[src/rtl/core/pcc_pkg.sv]
// ----------------------------------------------------------------------------
// pcc_pkg
// Types and codes shared by the polygon collision and containment block.
// ----------------------------------------------------------------------------
package pcc_pkg;

  localparam logic [1:0] OP_APPEND_A = 2'd0;
  localparam logic [1:0] OP_APPEND_B = 2'd1;
  localparam logic [1:0] OP_EVAL     = 2'd2;

  localparam logic [1:0] STATUS_OK       = 2'd0;
  localparam logic [1:0] STATUS_FEW      = 2'd1;
  localparam logic [1:0] STATUS_OVERFLOW = 2'd2;

  // Cross product kinds issued per edge pair.
  localparam logic [1:0] CK_A_B1 = 2'd0;  // edge a against b1
  localparam logic [1:0] CK_A_B2 = 2'd1;  // edge a against b2
  localparam logic [1:0] CK_B_A1 = 2'd2;  // edge b against a1
  localparam logic [1:0] CK_B_A2 = 2'd3;  // edge b against a2

  localparam int unsigned PointBits = 32;

  // x sits in bits 15..0, y in bits 31..16.
  typedef struct packed {
    logic signed [15:0] y;
    logic signed [15:0] x;
  } point_t;

  typedef struct packed {
    logic [1:0]         opcode;
    logic signed [15:0] x_coord;
    logic signed [15:0] y_coord;
  } in_item_t;

  typedef struct packed {
    logic       collide;
    logic       contain;
    logic [1:0] status;
  } out_item_t;

  typedef struct packed {
    logic       valid;
    logic [1:0] kind;
    logic       neg;
    logic       zero;
  } cross_res_t;

endpackage

[src/rtl/core/pcc_ram.sv]
// ----------------------------------------------------------------------------
// pcc_ram
// Generic single write port RAM with one registered read port.
// ----------------------------------------------------------------------------
module pcc_ram #(
  parameter int unsigned WIDTH = 32,
  parameter int unsigned DEPTH = 16
) (
  input  logic                     clk_i,
  input  logic                     we_i,
  input  logic [$clog2(DEPTH)-1:0] waddr_i,
  input  logic [WIDTH-1:0]         wdata_i,
  input  logic [$clog2(DEPTH)-1:0] raddr_i,
  output logic [WIDTH-1:0]         rdata_o
);

  logic [WIDTH-1:0] mem_q [DEPTH];

  always_ff @(posedge clk_i) begin
    if (we_i) begin
      mem_q[waddr_i] <= wdata_i;
    end
    rdata_o <= mem_q[raddr_i];
  end

endmodule

[src/rtl/core/pcc_cross.sv]
// ----------------------------------------------------------------------------
// pcc_cross
// Pipelined cross product sign unit: (q-p) x (p-r); differences and products are registered.
// ----------------------------------------------------------------------------
module pcc_cross (
  input  logic                clk_i,
  input  logic                rst_ni,
  input  logic                valid_i,
  input  logic [1:0]          kind_i,
  input  pcc_pkg::point_t     p_i,
  input  pcc_pkg::point_t     q_i,
  input  pcc_pkg::point_t     r_i,
  output pcc_pkg::cross_res_t res_o
);
  import pcc_pkg::*;

  logic               v1_q, v2_q;
  logic [1:0]         k1_q, k2_q;
  logic signed [16:0] dx_q, dy_q, py_q, px_q;
  logic signed [33:0] m0_q, m1_q;
  logic signed [34:0] diff;

  always_ff @(posedge clk_i or negedge rst_ni) begin
    if (!rst_ni) begin
      v1_q <= 1'b0;
      v2_q <= 1'b0;
    end else begin
      v1_q <= valid_i;
      v2_q <= v1_q;
    end
  end

  // Stage one: coordinate differences. Stage two: the two products.
  always_ff @(posedge clk_i) begin
    k1_q <= kind_i;
    dx_q <= 17'(q_i.x) - 17'(p_i.x);
    dy_q <= 17'(q_i.y) - 17'(p_i.y);
    py_q <= 17'(p_i.y) - 17'(r_i.y);
    px_q <= 17'(p_i.x) - 17'(r_i.x);
    k2_q <= k1_q;
    m0_q <= 34'(dx_q) * 34'(py_q);
    m1_q <= 34'(dy_q) * 34'(px_q);
  end

  assign diff = 35'(m0_q) - 35'(m1_q);

  assign res_o = '{valid: v2_q, kind: k2_q, neg: diff[34], zero: (diff == '0)};

endmodule

[src/rtl/core/polygon_collision_containment.sv]
// ----------------------------------------------------------------------------
// polygon_collision_containment
// Loads two closed polygons, then tests edge crossings and containment.
// ----------------------------------------------------------------------------
//
//  channel | direction | handshake              | payload
//  --------+-----------+------------------------+---------------------------
//  in      | sink      | in_valid_i / in_stall_o | in_item_i  (opcode, x, y)
//  out     | source    | out_valid_o/out_stall_i | out_item_o (collide,
//          |           |                        |   contain, status)
//
//  Append beats are taken back to back.
//  An evaluate beat stalls the input until its verdict is loaded into the
//  output register, going straight to the done state when a polygon has
//  under three vertices. Otherwise each edge pair walks RD0 and RD1 (RAM
//  reads), RD2 (capture), ISSUE (all four kinds into the shared cross product
//  pipeline), WAIT (pipeline drain) and PAIR (decision). The done state holds
//  for as long as an earlier result still waits stalled in the output register.
//  The result leaves from an output register.
//  Reset clears counts, overflow flag and handshake state; RAM contents
//  stay undefined until written. A stalled result holds, and new appends
//  are still taken while it waits.
//
module polygon_collision_containment #(
  parameter int unsigned MAX_VERTICES = 16
) (
  input  logic               clk_i,
  input  logic               rst_ni,
  input  logic               in_valid_i,
  output logic               in_stall_o,
  input  pcc_pkg::in_item_t  in_item_i,
  output logic               out_valid_o,
  input  logic               out_stall_i,
  output pcc_pkg::out_item_t out_item_o
);
  import pcc_pkg::*;

  localparam int unsigned IW = $clog2(MAX_VERTICES);
  localparam int unsigned CW = $clog2(MAX_VERTICES + 1);

  // Sequencer states.
  localparam logic [2:0] ST_IDLE  = 3'd0;
  localparam logic [2:0] ST_RD0   = 3'd1;
  localparam logic [2:0] ST_RD1   = 3'd2;
  localparam logic [2:0] ST_RD2   = 3'd3;
  localparam logic [2:0] ST_ISSUE = 3'd4;
  localparam logic [2:0] ST_WAIT  = 3'd5;
  localparam logic [2:0] ST_PAIR  = 3'd6;
  localparam logic [2:0] ST_DONE  = 3'd7;

  logic [2:0]    state_q, state_d;
  logic [CW-1:0] na_q, na_d, nb_q, nb_d;
  logic          ovf_q, ovf_d;
  logic [IW-1:0] i_q, i_d, j_q, j_d, i_next, j_next;
  logic [1:0]    k_q, k_d;
  logic          first_q, first_d;
  logic          out_valid_q, out_valid_d;

  logic          collide_q, collide_d, contain_q, contain_d;
  logic [1:0]    status_q, status_d;
  logic          prev_neg_q, prev_neg_d, prev_zero_q, prev_zero_d;
  point_t        a1_q, a1_d, a2_q, a2_d, b1_q, b1_d, b2_q, b2_d;
  logic [3:0]    sneg_q, szero_q;
  out_item_t     out_item_q;

  logic          in_accept, load_out, we_a, we_b;
  logic          last_i, last_j, na_full, nb_full, few;
  logic [IW-1:0] raddr_a, raddr_b;
  logic [PointBits-1:0] rdata_a, rdata_b, wdata;

  logic          cr_valid;
  point_t        cr_p, cr_q, cr_r;
  cross_res_t    cr_res;

  logic          s12_neg, s34_neg, s12_zero, shared_pt, hit, flip;

  // --------------------------------------------------------------------------
  // Vertex stores
  // --------------------------------------------------------------------------
  assign wdata = PointBits'(point_t'{y: in_item_i.y_coord, x: in_item_i.x_coord});

  pcc_ram #(.WIDTH(PointBits), .DEPTH(MAX_VERTICES)) u_ram_a (
    .clk_i   (clk_i),
    .we_i    (we_a),
    .waddr_i (na_q[IW-1:0]),
    .wdata_i (wdata),
    .raddr_i (raddr_a),
    .rdata_o (rdata_a)
  );

  pcc_ram #(.WIDTH(PointBits), .DEPTH(MAX_VERTICES)) u_ram_b (
    .clk_i   (clk_i),
    .we_i    (we_b),
    .waddr_i (nb_q[IW-1:0]),
    .wdata_i (wdata),
    .raddr_i (raddr_b),
    .rdata_o (rdata_b)
  );

  // Edge i closes back to vertex 0 after the last vertex.
  assign last_i = (CW'(i_q) == na_q - CW'(1));
  assign last_j = (CW'(j_q) == nb_q - CW'(1));
  assign i_next = last_i ? '0 : i_q + IW'(1);
  assign j_next = last_j ? '0 : j_q + IW'(1);

  // First read cycle fetches the edge start, the second the edge end.
  assign raddr_a = (state_q == ST_RD1) ? i_next : i_q;
  assign raddr_b = (state_q == ST_RD1) ? j_next : j_q;

  assign na_full = (na_q == CW'(MAX_VERTICES));
  assign nb_full = (nb_q == CW'(MAX_VERTICES));
  assign few     = (na_q < CW'(3)) || (nb_q < CW'(3));

  // --------------------------------------------------------------------------
  // Shared cross product pipeline
  // --------------------------------------------------------------------------
  always_comb begin
    cr_p = a1_q;
    cr_q = a2_q;
    cr_r = b1_q;
    unique case (k_q)
      CK_A_B1: cr_r = b1_q;
      CK_A_B2: cr_r = b2_q;
      CK_B_A1: begin
        cr_p = b1_q;
        cr_q = b2_q;
        cr_r = a1_q;
      end
      CK_B_A2: begin
        cr_p = b1_q;
        cr_q = b2_q;
        cr_r = a2_q;
      end
      default: cr_r = b1_q;
    endcase
  end

  pcc_cross u_cross (
    .clk_i   (clk_i),
    .rst_ni  (rst_ni),
    .valid_i (cr_valid),
    .kind_i  (k_q),
    .p_i     (cr_p),
    .q_i     (cr_q),
    .r_i     (cr_r),
    .res_o   (cr_res)
  );

  // --------------------------------------------------------------------------
  // Pair decision
  // --------------------------------------------------------------------------
  // Product of signs is negative only when both are nonzero and differ.
  assign s12_neg   = !szero_q[CK_A_B1] && !szero_q[CK_A_B2] &&
                     (sneg_q[CK_A_B1] ^ sneg_q[CK_A_B2]);
  assign s34_neg   = !szero_q[CK_B_A1] && !szero_q[CK_B_A2] &&
                     (sneg_q[CK_B_A1] ^ sneg_q[CK_B_A2]);
  assign s12_zero  = szero_q[CK_A_B1] || szero_q[CK_A_B2];
  assign shared_pt = (a1_q == b1_q) || (a1_q == b2_q) ||
                     (a2_q == b1_q) || (a2_q == b2_q);
  assign hit       = (s12_neg && s34_neg) || (s12_zero && shared_pt);

  // The containment walk sees the edge-a-versus-b1 product of each pair in
  // order; a zero on either side breaks the chain, the first pair has none.
  assign flip = !first_q && !prev_zero_q && !szero_q[CK_A_B1] &&
                (prev_neg_q ^ sneg_q[CK_A_B1]);

  // --------------------------------------------------------------------------
  // Sequencer
  // --------------------------------------------------------------------------
  assign in_stall_o = (state_q != ST_IDLE);
  assign in_accept  = in_valid_i && !in_stall_o;

  always_comb begin
    state_d     = state_q;
    na_d        = na_q;
    nb_d        = nb_q;
    ovf_d       = ovf_q;
    i_d         = i_q;
    j_d         = j_q;
    k_d         = k_q;
    first_d     = first_q;
    collide_d   = collide_q;
    contain_d   = contain_q;
    status_d    = status_q;
    prev_neg_d  = prev_neg_q;
    prev_zero_d = prev_zero_q;
    a1_d        = a1_q;
    a2_d        = a2_q;
    b1_d        = b1_q;
    b2_d        = b2_q;
    we_a        = 1'b0;
    we_b        = 1'b0;
    cr_valid    = 1'b0;
    load_out    = 1'b0;

    unique case (state_q)
      ST_IDLE: begin
        if (in_accept) begin
          unique case (in_item_i.opcode)
            OP_APPEND_A: begin
              if (na_full) begin
                ovf_d = 1'b1;
              end else begin
                we_a = 1'b1;
                na_d = na_q + CW'(1);
              end
            end
            OP_APPEND_B: begin
              if (nb_full) begin
                ovf_d = 1'b1;
              end else begin
                we_b = 1'b1;
                nb_d = nb_q + CW'(1);
              end
            end
            OP_EVAL: begin
              i_d       = '0;
              j_d       = '0;
              first_d   = 1'b1;
              collide_d = 1'b0;
              contain_d = 1'b1;
              status_d  = ovf_q ? STATUS_OVERFLOW : STATUS_OK;
              if (few) begin
                contain_d = 1'b0;
                status_d  = STATUS_FEW;
                state_d   = ST_DONE;
              end else begin
                state_d   = ST_RD0;
              end
            end
            default: ;
          endcase
        end
      end
      ST_RD0: state_d = ST_RD1;
      ST_RD1: begin
        a1_d    = point_t'(rdata_a);
        b1_d    = point_t'(rdata_b);
        state_d = ST_RD2;
      end
      ST_RD2: begin
        a2_d    = point_t'(rdata_a);
        b2_d    = point_t'(rdata_b);
        k_d     = CK_A_B1;
        state_d = ST_ISSUE;
      end
      ST_ISSUE: begin
        cr_valid = 1'b1;
        k_d      = k_q + 2'd1;
        if (k_q == CK_B_A2) begin
          state_d = ST_WAIT;
        end
      end
      ST_WAIT: begin
        if (cr_res.valid && (cr_res.kind == CK_B_A2)) begin
          state_d = ST_PAIR;
        end
      end
      ST_PAIR: begin
        collide_d   = collide_q | hit;
        contain_d   = contain_q & !flip;
        prev_neg_d  = sneg_q[CK_A_B1];
        prev_zero_d = szero_q[CK_A_B1];
        first_d     = 1'b0;
        j_d         = j_next;
        state_d     = ST_RD0;
        if (last_j) begin
          i_d = i_next;
          if (last_i) begin
            state_d = ST_DONE;
          end
        end
      end
      ST_DONE: begin
        // Hold until the output register is free, then clear both polygons.
        if (!out_valid_q || !out_stall_i) begin
          load_out = 1'b1;
          na_d     = '0;
          nb_d     = '0;
          ovf_d    = 1'b0;
          state_d  = ST_IDLE;
        end
      end
    endcase

    out_valid_d = load_out | (out_valid_q & out_stall_i);
  end

  always_ff @(posedge clk_i or negedge rst_ni) begin
    if (!rst_ni) begin
      state_q     <= ST_IDLE;
      na_q        <= '0;
      nb_q        <= '0;
      ovf_q       <= 1'b0;
      i_q         <= '0;
      j_q         <= '0;
      k_q         <= CK_A_B1;
      first_q     <= 1'b1;
      out_valid_q <= 1'b0;
    end else begin
      state_q     <= state_d;
      na_q        <= na_d;
      nb_q        <= nb_d;
      ovf_q       <= ovf_d;
      i_q         <= i_d;
      j_q         <= j_d;
      k_q         <= k_d;
      first_q     <= first_d;
      out_valid_q <= out_valid_d;
    end
  end

  always_ff @(posedge clk_i) begin
    collide_q   <= collide_d;
    contain_q   <= contain_d;
    status_q    <= status_d;
    prev_neg_q  <= prev_neg_d;
    prev_zero_q <= prev_zero_d;
    a1_q        <= a1_d;
    a2_q        <= a2_d;
    b1_q        <= b1_d;
    b2_q        <= b2_d;
    if (cr_res.valid) begin
      sneg_q[cr_res.kind]  <= cr_res.neg;
      szero_q[cr_res.kind] <= cr_res.zero;
    end
    if (load_out) begin
      out_item_q <= '{collide: collide_q, contain: contain_q, status: status_q};
    end
  end

  assign out_valid_o = out_valid_q;
  assign out_item_o  = out_item_q;

endmodule

[config.mk]
export PLATFORM = sky130hd
export DESIGN_NAME = polygon_collision_containment
export DESIGN_NICKNAME = d
export VERILOG_FILES = /design/src/rtl/core/pcc_pkg.sv /design/src/rtl/core/pcc_ram.sv /design/src/rtl/core/pcc_cross.sv /design/src/rtl/core/polygon_collision_containment.sv
export SDC_FILE = /design/constraint.sdc
export NUM_CORES = 2
export LEC_CHECK = 0
export BUFFER_PORTS_ARGS = -buffer_cell sky130_fd_sc_hd__buf_2
export CORE_MARGIN = 2
export CORE_UTILIZATION = 35
export DETAILED_ROUTE_END_ITERATION = 7
export MAX_ROUTING_LAYER = met4
export PLACE_DENSITY = 0.47
export SLEW_MARGIN = 20
export SYNTH_ARGS = -nofsm -noshare
export SYNTH_HDL_FRONTEND = slang
export SYNTH_SLANG_ARGS = --single-unit
[constraint.sdc]
create_clock -name clk_i -period 14.6 [get_ports clk_i]
set_input_delay 2.92 -clock clk_i [delete_from_list [all_inputs] [get_ports clk_i]]
set_output_delay 2.92 -clock clk_i [all_outputs]
set_load 0.005 [all_outputs]
==> metrics.md <==
| Metric | Value |
|---|---|
| Most common cell after layout, fill and taps aside | `edfxtp_1` |
| Post-place setup slack | `6.88 ns` |
| Ys flop type | `edfxtp_1` |
| Critical path endpoint category | `register` |
| Tcrit/Tclk final | `0.530` |
| Setup ws final | `6.86 ns` |
| Final slew viol count | `0` |
| DR vias/cell | `5.04` |
| Hold Worst Slack | `around 0.33 ns` |
| Tmin final | `7.74 ns` |
| DP Wirelength | `144000 um` |
| RSZ-0062 raised after global routing | `false` |
| Global placer's final weighted congestion | `0.894` |
| Initial Utilization | `0.352` |
| Initial DRT Pass Iterations | `8` |
| Synth Warn # | `0` |
| Most frequent cells in the layout | `edfxtp_1, inv_1, fa_1` |
| Number of global-route vias before repair | `just under 50000` |
| Final Hold Viols | `0` |
| Standard-cell rows | `174` |
| Critical path class | `reg2reg` |
| Sequential element share of the synthesized area | `0.505` |
| Htree depth | `4` |
| # DRC | `0` |
| Routed wire length | `215000 um` |
| Die ar. | `0.230 sq mm` |
| Post-synth EDFFs | `1170` |
| Initial DRC count | `3411` |
| Clock Tree Buf Depth | `3` |
| Critical Path Max Stage Delay | `0.90 ns` |
| Worst-Margin Slew | `1.10 ns` |
| Worst-path cell chain | `nand2_1, fa_1, fa_1, fa_1, inv_1, fa_1, fa_1, inv_1, fa_1, inv_1, ha_1, and3_1, nor2b_1, and2_0, o32a_1, o21ai_0, o21ai_0, a21oi_1, nor2b_1, o21ai_0, a21oi_1, a211oi_1, a21oi_1, xnor2_1` |
| Clock sink total | `1402` |
| Reg2reg path depth | `24` |
| Hold-fix buffer count after cts | `0` |
| Fin util | `0.393` |
| Final Net Count | `7090` |
| Layout area overhead | `11.6%` |
| Synth unique cells | `86` |
| TritonCTS clock tree | `yes` |
| Layout cells sized above 1 | `0.0938` |
| WHS Endpoint | `u_cross.k2_q[0]` |
| Post-CTS Setup Bufs | `0` |
| Count of buffers from port buffering | `43` |
| Setup TNS | `0 ns` |
| Crit path buffers/inverters | `3` |
| Relative slew margins | `0.263` |
| Asr flop ratio synth | `0.0200` |
| Ports | `44` |
| ANT nets after route | `0` |
| Grt total ovfl | `0` |
| Req. time, crit path | `15.24 ns` |
| Core Area | `0.225 sq mm` |
| Slowest stage cell, crit path | `dfxtp_1` |
| Clock Pin Slew Worst Setup and Hold Paths | `about 0.060 ns` |
| Crit Reg-Reg Endpoint | `u_cross.m1_q[33]` |
| Wire length per cell | `23.1 um` |
| Hold path depth | `0` |
| Arr. time, crit path | `around 8.4 ns` |
| Status | `finished, final reports clean` |
| CP max FO | `17` |
| Worst path top cell family by delay | `adder cells` |
| Largest net degree at the start of global routing | `148` |
| Initial antenna violation count | `13` |
| Post-synthesis sequential element count | `1402` |
| Die W | `about 480 um` |
| Vias post-DR | `~47000` |
| Critical path startpoint category | `register` |
| Max-cap violation count | `0` |
| Register area | `0.0399 sq mm` |
| Synthesized area | `0.0791 sq mm` |
| Setup violators final | `0` |
| Multi-input logic area | `~0.035 sq mm` |
| Fmax | `129 MHz` |
| Synth Instances | `around 6100` |
| Syn Area/Cell | `12.9 sq um` |
| Clk_lat worst skew | `0.81 ns` |
| Flop2flop setup slack | `6.86 ns` |
| Hold path start | `u_cross.k1_q[0]` |
| Skew final | `0.0853 ns` |
| Die Y | `479 um` |
| Layout fillers | `about 21000` |
| # resized after CTS | `0` |
| Hold/Removal Path Class | `reg2reg` |
| Most frequent CP cell | `fa_1` |
| Syn Nets | `7067` |
| Clock root buffer | `clkbuf_16` |
| Start of the worst register-to-register path | `u_cross.dy_q[10]` |
| GRT Total Usage | `0.193` |
| Inserted Clock Buffers | `between 150 and 200` |
| First-pass GRT wire length | `322000 um` |
## cell usage after synthesis (all sizes together) (5+ instances only)
| cell | n | share of area |
|---|---|---|
| edfxtp | 1170 | 0.44 |
| inv | 758 | 0.036 |
| fa | 597 | 0.15 |
| nand2 | 564 | 0.027 |
| and2 | 464 | 0.037 |
| ha | 284 | 0.045 |
| a211oi | 267 | 0.025 |
| clkbuf | 208 | 0.0099 |
| dfxtp | 204 | 0.052 |
| a21oi | 165 | 0.011 |
| xor2 | 164 | 0.018 |
| nor2 | 142 | 0.0067 |
| mux4 | 128 | 0.036 |
| o21ai | 122 | 0.0077 |
| a31oi | 110 | 0.0087 |
| mux2i | 109 | 0.014 |
| xnor2 | 109 | 0.012 |
| buf | 51 | 0.0032 |
| nor3 | 49 | 0.0031 |
| nor2b | 40 | 0.0032 |
| nor4 | 40 | 0.0032 |
| nand3 | 34 | 0.0022 |
| a222oi | 33 | 0.0042 |
| mux2 | 32 | 0.0046 |
| and3 | 29 | 0.0023 |
| o21a | 29 | 0.0028 |
| a21o | 28 | 0.0027 |
| dfrtp | 27 | 0.0085 |
| nand2b | 27 | 0.0021 |
| nand4 | 22 | 0.0017 |
| o21bai | 15 | 0.0014 |
| a21boi | 10 | 0.00095 |
| or3 | 9 | 0.00071 |
| o22ai | 8 | 0.00063 |
| o31ai | 8 | 0.00076 |
| or4 | 8 | 0.00081 |
| o211ai | 7 | 0.00066 |
| a2111oi | 5 | 0.00071 |
| a221oi | 5 | 0.00055 |
| nor4b | 5 | 0.00063 |
| o221ai | 5 | 0.00063 |
## through the flow
stage | area [sq um] | instances
floorplan | 79100 | 6148
global placement | 82800 | 9003
detailed placement | 82800 | 9003
CTS | 88200 | 9290
global route | 88200 | 9291
finish | 88200 | 9294
## worst max path at each step
stage	start	endpoint	slack, ns	cells past startpoint
floorplan	u_cross.px_q[8]	u_cross.m1_q[33]	7.99	28
global placement	u_cross.px_q[8]	u_cross.m1_q[33]	6.92	26
detailed placement	u_cross.px_q[8]	u_cross.m1_q[33]	6.88	26
CTS	u_cross.px_q[8]	u_cross.m1_q[33]	6.85	26
global route	u_cross.px_q[8]	u_cross.m1_q[33]	6.28	26
finish	u_cross.dy_q[10]	u_cross.m1_q[33]	6.86	24
## layout make-up
class                           count  area share
Antenna cell                        4    0.000113
Clock buffer                      226      0.0511
Clock inverter                     61     0.00959
Inverter                          758      0.0323
Multi-Input combinational cell   3729       0.402
Sequential cell                  1402       0.453
Tap cell                         2992      0.0424
Timing Repair Buffer              122     0.00973
## layer usage
layer	up-vias	track usage	part of all wire
li1	21439	-	-
met1	24209	0.254	0.45
met2	956	0.318	0.49
met3	271	0.0237	0.039
met4	0	0.0469	0.023
met5	-	-	0
## registers in the layout, summed over array words and instances (netlist names), 32 cells and up
name,cells
a1_q,32
u_cross.m0_q,34
u_cross.m1_q,34
u_ram_b.mem_q,512
u_ram_b.rdata_o,32
a2_q,32
b2_q,32
u_ram_a.mem_q,512
b1_q,32
u_ram_a.rdata_o,32
## cells by family (layout without fill, tap and decap cells)
family,Yosys count,in the layout,share of synthesized area
compound gates,861,861,0.0734
xor+xnor,273,273,0.0302
other cells,0,4,0
flops,1402,1402,0.505
buf+inv,1017,1167,0.0490
simple gates,1445,1445,0.0914
fa+ha+maj,881,881,0.196
mux,269,269,0.0548
## worst reg2reg max path: cells and delay by family (launching register included)
family / cells / cell delay [ns]
AOI/OAI and AO/OA: 8 / 2.28
xor gates and xnor gates: 1 / 0.15
adders and majority gates: 7 / 3.36
buffers and inverters: 3 / 0.14
DFF: 1 / 0.90
and+or+nand+nor: 5 / 0.81
Power is not shown: default switching activity piles up to over one toggle a cycle in this logic, so the estimate is an artifact.
